**src/sv/gtpl_pkg.sv**
```systemverilog
// Shared constants, command type and opcodes for the group-test pool likelihood engine.
// No dependencies; used by every module of the block except gtpl_ram.
package gtpl_pkg;

    localparam int MAX_MEMBERS_DEF = 8;
    localparam int NUM_ASSAYS      = 4;
    localparam int REG_ASSAYS      = 4;
    localparam int PROB_FRAC_BITS  = 16;
    localparam int PROB_W          = 17;
    localparam int MASK_W          = 8;
    localparam int ACC_W           = 48;
    localparam int PCNT_W          = 24;
    localparam int ADDR_W          = 5;
    localparam int FIFO_DEPTH      = 4;

    localparam logic [PROB_W-1:0] PROB_ONE = PROB_W'(1) << PROB_FRAC_BITS;
    localparam logic [31:0]       W_ONE    = 32'h8000_0000;
    localparam logic [31:0]       LN2_Q32  = 32'd2977044472;

    localparam logic [1:0] OP_ADD  = 2'd0;
    localparam logic [1:0] OP_TEST = 2'd1;
    localparam logic [1:0] OP_POOL = 2'd2;
    localparam logic [1:0] OP_SET  = 2'd3;

    typedef struct packed {
        logic [1:0]        op;
        logic [PROB_W-1:0] prob;
        logic [MASK_W-1:0] mask;
        logic              pos;
        logic [1:0]        assay;
    } cmd_t;

endpackage

```
**src/sv/gtpl_front.sv**
```systemverilog
// Front end: accepts input transactions, classifies them and queues commands.
// Depends on gtpl_pkg.
module gtpl_front (
    input  logic                         clk,
    input  logic                         rst_n,
    input  logic                         item_valid,
    output logic                         item_stall,
    input  logic [1:0]                   operation,
    input  logic [gtpl_pkg::PROB_W-1:0]  member_prob,
    input  logic [gtpl_pkg::MASK_W-1:0]  member_mask,
    input  logic                         test_positive,
    input  logic [1:0]                   assay,
    output logic                         cmd_valid,
    output gtpl_pkg::cmd_t               cmd,
    input  logic                         cmd_pop
);

    localparam int PW = $clog2(gtpl_pkg::FIFO_DEPTH);

    gtpl_pkg::cmd_t   fifo_mem [gtpl_pkg::FIFO_DEPTH];
    logic [PW-1:0]    wptr_reg, wptr_next;
    logic [PW-1:0]    rptr_reg, rptr_next;
    logic [PW:0]      count_reg, count_next;
    logic             push;
    gtpl_pkg::cmd_t   cls;

    // Saturate the probability and clamp the assay here so the back end uses them directly.
    always_comb
    begin
        cls.op    = operation;
        cls.prob  = (member_prob > gtpl_pkg::PROB_ONE) ? gtpl_pkg::PROB_ONE : member_prob;
        cls.mask  = member_mask;
        cls.pos   = test_positive;
        cls.assay = (assay > 2'(gtpl_pkg::NUM_ASSAYS - 1)) ? 2'(gtpl_pkg::NUM_ASSAYS - 1) : assay;
    end

    assign item_stall = (count_reg == (PW+1)'(gtpl_pkg::FIFO_DEPTH));
    assign push       = item_valid && !item_stall;
    assign cmd_valid  = (count_reg != '0);
    assign cmd        = fifo_mem[rptr_reg];

    always_comb
    begin
        wptr_next  = push ? wptr_reg + PW'(1) : wptr_reg;
        rptr_next  = cmd_pop ? rptr_reg + PW'(1) : rptr_reg;
        count_next = count_reg + (PW+1)'(push) - (PW+1)'(cmd_pop);
    end

    always_ff @(posedge clk)
    begin
        if (push)
        begin
            fifo_mem[wptr_reg] <= cls;
        end
    end

    always_ff @(posedge clk or negedge rst_n)
    begin
        if (!rst_n)
        begin
            wptr_reg  <= '0;
            rptr_reg  <= '0;
            count_reg <= '0;
        end
        else
        begin
            wptr_reg  <= wptr_next;
            rptr_reg  <= rptr_next;
            count_reg <= count_next;
        end
    end

endmodule

```
**config.mk**
```make
export PLATFORM = sky130hd
export DESIGN_NAME = gtpl_front
export DESIGN_NICKNAME = d
export VERILOG_FILES = /design/src/sv/gtpl_pkg.sv /design/src/sv/gtpl_front.sv
export SDC_FILE = /design/constraint.sdc
export NUM_CORES = 1
export LEC_CHECK = 0
export ABC_AREA = 1
export BUFFER_PORTS_ARGS = -buffer_cell sky130_fd_sc_hd__buf_2
export CORE_ASPECT_RATIO = 1.2
export CORE_MARGIN = 5
export CORE_UTILIZATION = 57
export CTS_CLUSTER_SIZE = 10
export DETAILED_ROUTE_END_ITERATION = 10
export PLACE_DENSITY = 0.79
export SKIP_LAST_GASP = 1
export SYNTH_ARGS = -nofsm -noshare
export SYNTH_HDL_FRONTEND = slang
export SYNTH_SLANG_ARGS = --single-unit
```
**constraint.sdc**
```tcl
create_clock -name clk -period 3.2 [get_ports clk]
set_input_delay 0.16 -clock clk [delete_from_list [all_inputs] [get_ports clk]]
set_output_delay 0.16 -clock clk [all_outputs]
set_load 0.05 [all_outputs]
```
Word level (Yosys, flattened, before mapping)
Memory sizes are Yosys's and may differ from the RTL's.
Cells that the tools add are included.
- output and inout bits: 32
- memory bits (writable): 120
- logic and storage cells: 18
- register bits: 7
- memories kept: 1
- reduce and logical (&&, ||, !) cells: 3
- multiplexer cells: 4
- eq/ne operators: 1
- $lt $le $gt $ge: 2
- add/subtract/negate cells: 4
- memories (name ; words ; width ; rd ports ; clocked after Yosys merged registers in ; write ports ; RTL line ; source):
    fifo_mem ; 4 ; 30 ; 1 ; 0 ; 1 ; gtpl_front.sv:20 ; gtpl_pkg::cmd_t fifo_mem [gtpl_pkg::FIFO_DEPTH];
- operators with widths (operator ; number):
    $gt A17 B17 Y1 const B ; 1
    $mux W17 ; 1
    $add A2 B1 Y2 const B ; 2
    $add A3 B1 Y3 ; 1
    $eq A3 B3 Y1 const B ; 1
    $reduce_bool A3 Y1 ; 1
    $sub A3 B1 Y3 ; 1
    $gt A2 B2 Y1 const B ; 1
    $mux W1 ; 2
    $mux W2 ; 1
    $logic_and A1 B1 Y1 ; 1
    $logic_not A1 Y1 ; 1

Logic depth before layout (Yosys ltp)
- depth in word-level cells: 5
- depth in mapped cells: 8
- mapped depth without buffers: 8

Worst setup path after synthesis
Ideal clock, no wire load.
- kind: register to register
- from: reg wptr_reg[0]
- to: mem fifo_mem[2][0] (netlist bit), enable pin
- required time: 2.783 ns
- stages on the path, launching flop included: 5
- path slack: 0.846 ns
- clock period less this slack: 2.354 ns
- data arrival time: 1.937 ns
- cells stage by stage: dfrtp_1 > inv_1 > ha_1 > inv_1 > nor2_1
- RTL lines (item ; RTL line ; source):
    start, declared ; gtpl_front.sv:21 ; logic [PW-1:0] wptr_reg, wptr_next;
    start signal, assigned ; gtpl_front.sv:67 ; wptr_reg <= wptr_next;
    end, declared ; gtpl_front.sv:20 ;
Straight into the memory's write port.

==> impl_metrics.tcl <==
set metrics [dict create \
    outcome "completed" \
    cts_hold_buf 20 \
    crit_type "flop to primary output" \
    setup_violations 0 \
    period_share 0.781 \
    endpoint "cmd[21]" \
    tns_ns 0 \
    grt_pass1_wl_um 16000 \
    path_depth 5 \
    syn_to_final_growth_pct 23.8 \
    final-hold-violation-count 0 \
    fin_worst_skew_ns 0.0108 \
    regToRegStartpoint "count_reg[1]" \
    cts_buffer_depth 2 \
    clock-sinks 127 \
    clk_latency_ns 0.53 \
    r2r_slack_ns 1.12 \
    antenna_left 0 \
    drive_gt1_frac 0.247 \
    first_global_vias 3305 \
    largest_register_ffs 120 \
    syn_area_per_cell_sq_um 13.3 \
    wl_per_cell_um 16.7 \
    core_area_sq_um 8660 \
    synth_nets 423 \
    yosys.area.top_type_share 0.708 \
    maxSlewHeadroom 0.349 \
    cp-startpoint "rptr_reg[0]" \
    synth_edf_count 120 \
    critical_path.max_fanout 30 \
    drt_iter0_markers 246 \
    die_h_um 113 \
    yosysSeqAreaShare 0.743 \
    fin_util 0.728 \
    p_seq_frac 0.338 \
    p_leak_nw 2.34 \
    fp-row-count 37 \
    cp-end-kind "primary output" \
    vias_per_cell 5.34 \
    num_antenna_cells 0 \
    cts_buffers 17 \
    critPathBufInv 3 \
    cp_cell_sequence "inv_2 -> buf_4 -> o21ai_0 -> o22ai_1 -> buf_2" \
    htree_levels 4 \
    vdd_drop_max_mv 0.699 \
    firstDrtPassIters 4 \
    die_w_um 96.2 \
    num_vias 3201 \
    powerDensity_nw_per_um2 1110 \
    cp.arrival_ns 2.34 \
    path_clk_slew_ns 0.05 \
    switching_share 0.419 \
    antenna_found_initial 0 \
    cts-root-buf "clkbuf_8" \
    crit_slowest_cell "dfrtp_2" \
    start_util 0.588 \
    nNetsFinal 510 \
    drc 0 \
    worstHoldPathType "input port to flop" \
    dpl_cell_area_sq_um 5520 \
    syn_inst 382 \
    ys_top_cells_by_count "120 x edfxtp_1, 75 x nor2_1, 55 x o21ai_0" \
    finalMaxSlewViolations 0 \
    postCtsSetupBuffers 0 \
    maxCapViolations 0 \
    synthTopCellsByArea "edfxtp_1 71%, nor2_1 5.5%, o21ai_0 5.4%, o22ai_1 3.7%, dfrtp_1 3.4%" \
    die_area_sq_um 10900 \
    synth_seq_cells 127 \
    hpwl_um 5870 \
    synth_area_leader_cell "edfxtp_1" \
    clock_power_share 0.264 \
    track_usage 0.200 \
    design_area_sq_um 6300 \
    synth_cell_types 22 \
    intPower_mw 4.05 \
    rsz0062_at_grt "no" \
    io_pins 66 \
    ctsResizeCount 0 \
    yosysMostFrequentCell "edfxtp_1" \
    cpPeakStageDelay_ns 0.58 \
    grt_max_degree 38 \
    wirelength_um 10000 \
    path_delay_family "buffers and inverters" \
    timing.rr.end "count_reg[2]" \
    cts_tree "done" \
    overflow 0 \
    syn_area_sq_um 5090 \
    r2r_cells 8 \
    combPwrFrac 0.399 \
    p_sw_mw 2.93 \
    yosys_warnings 0 \
    place_congestion 0.686 \
    tightest_slew_ns 0.974 \
    post-route-min-period_ns 2.50 \
    port-buffer-count 65 \
    whs_path_depth 3 \
    required_ns 3.04 \
    async_flop_share 0.0551 \
    cp-start-kind "flop" \
    synthFlopType "edfxtp_1" \
    max_clock_freq_ghz 0.400 \
]
==> area by class of cell <==
type | count | area (sq um)
flip-flops and latches | 127 | 3780
fillers | 568 | 2360
multi-input cells | 205 | 1120
repair buffers | 91 | 571
clock buffers | 26 | 498
well taps | 117 | 146
inverters | 27 | 101
clock inverters | 6 | 80.1
==> cells in the final DEF, fill, tap and decap left out <==
cell / instances
edfxtp_1: 120
nor2_1: 71
buf_2: 65
o21ai_0: 55
o22ai_1: 30
inv_1: 26
dlygate4sd3_1: 20
clkbuf_16: 16
a21oi_2: 10
nand2_1: 7
a21oi_1: 7
ha_1: 6
clkbuf_8: 6
dfrtp_1: 6
buf_4: 6
o21ai_1: 5
xor2_1: 4
nor2_4: 4
clkbuf_1: 4
clkinv_2: 4
nor2_2: 2
bufinv_16: 2
nand2_2: 1
inv_2: 1
o21ai_4: 1
xnor2_1: 1
fa_1: 1
dfrtp_2: 1
==> power by group through the flow <==
stage,Combinational [mW],Sequential [mW],Clock [mW]
after floorplan,2.13,2.33,0
after global placement,2.71,2.37,0
after detailed placement,2.77,2.39,0
after CTS,2.81,2.36,1.85
after global routing,2.98,2.40,1.94
final,2.78,2.36,1.84
==> worst min path at each step <==
stage / to / start / slack (ns)
after floorplan: count_reg[0] / rst_n / -0.14
after global placement: count_reg[0] / rst_n / 0.0004
after detailed placement: count_reg[1] / rst_n / 0.009
after CTS: fifo_mem[0][26] / member_prob[15] / 0.002
after global routing: fifo_mem[3][26] / member_prob[15] / 0.01
final: fifo_mem[2][26] / member_prob[15] / 0.01
==> stage by stage <==
step | instances | worst slack (ns) | total power [mW] | hold slack [ns]
3_3_place_gp | 547 | 1.21 | 5.08 | 0.000429
4_1_cts | 599 | 0.716 | 7.01 | 0.00228
3_5_place_dp | 547 | 1.13 | 5.16 | 0.00907
2_1_floorplan | 382 | 0.846 | 4.45 | -0.136
6_report | 599 | 0.702 | 6.98 | 0.0103
5_1_grt | 599 | 0.580 | 7.32 | 0.0112
==> metal layers <==
metal	track usage	up-vias	routed length, um
met3	0.0554	19	651
met4	0.103	0	248
met5	0	-	0
met1	0.229	1520	3930
met2	0.339	108	5180
li1	-	1554	-
==> worst reg2reg max path, delay by kind of cell, from the launching register on <==
family          cells  cell delay (ns)
buf+inv             2             0.16
simple gates        1             0.11
flops               1             0.39
compound gates      1             0.38
xor+xnor            1             0.18
fa+ha+maj           3             0.74
==> cells by family after synthesis <==
group	share of synthesized area
simple gates	0.0642
compound gates	0.123
xor+xnor	0.00861
buf+inv	0.0423
fa+ha+maj	0.0187
flops	0.743
Note: power is estimated with default switching activity, not from simulation.
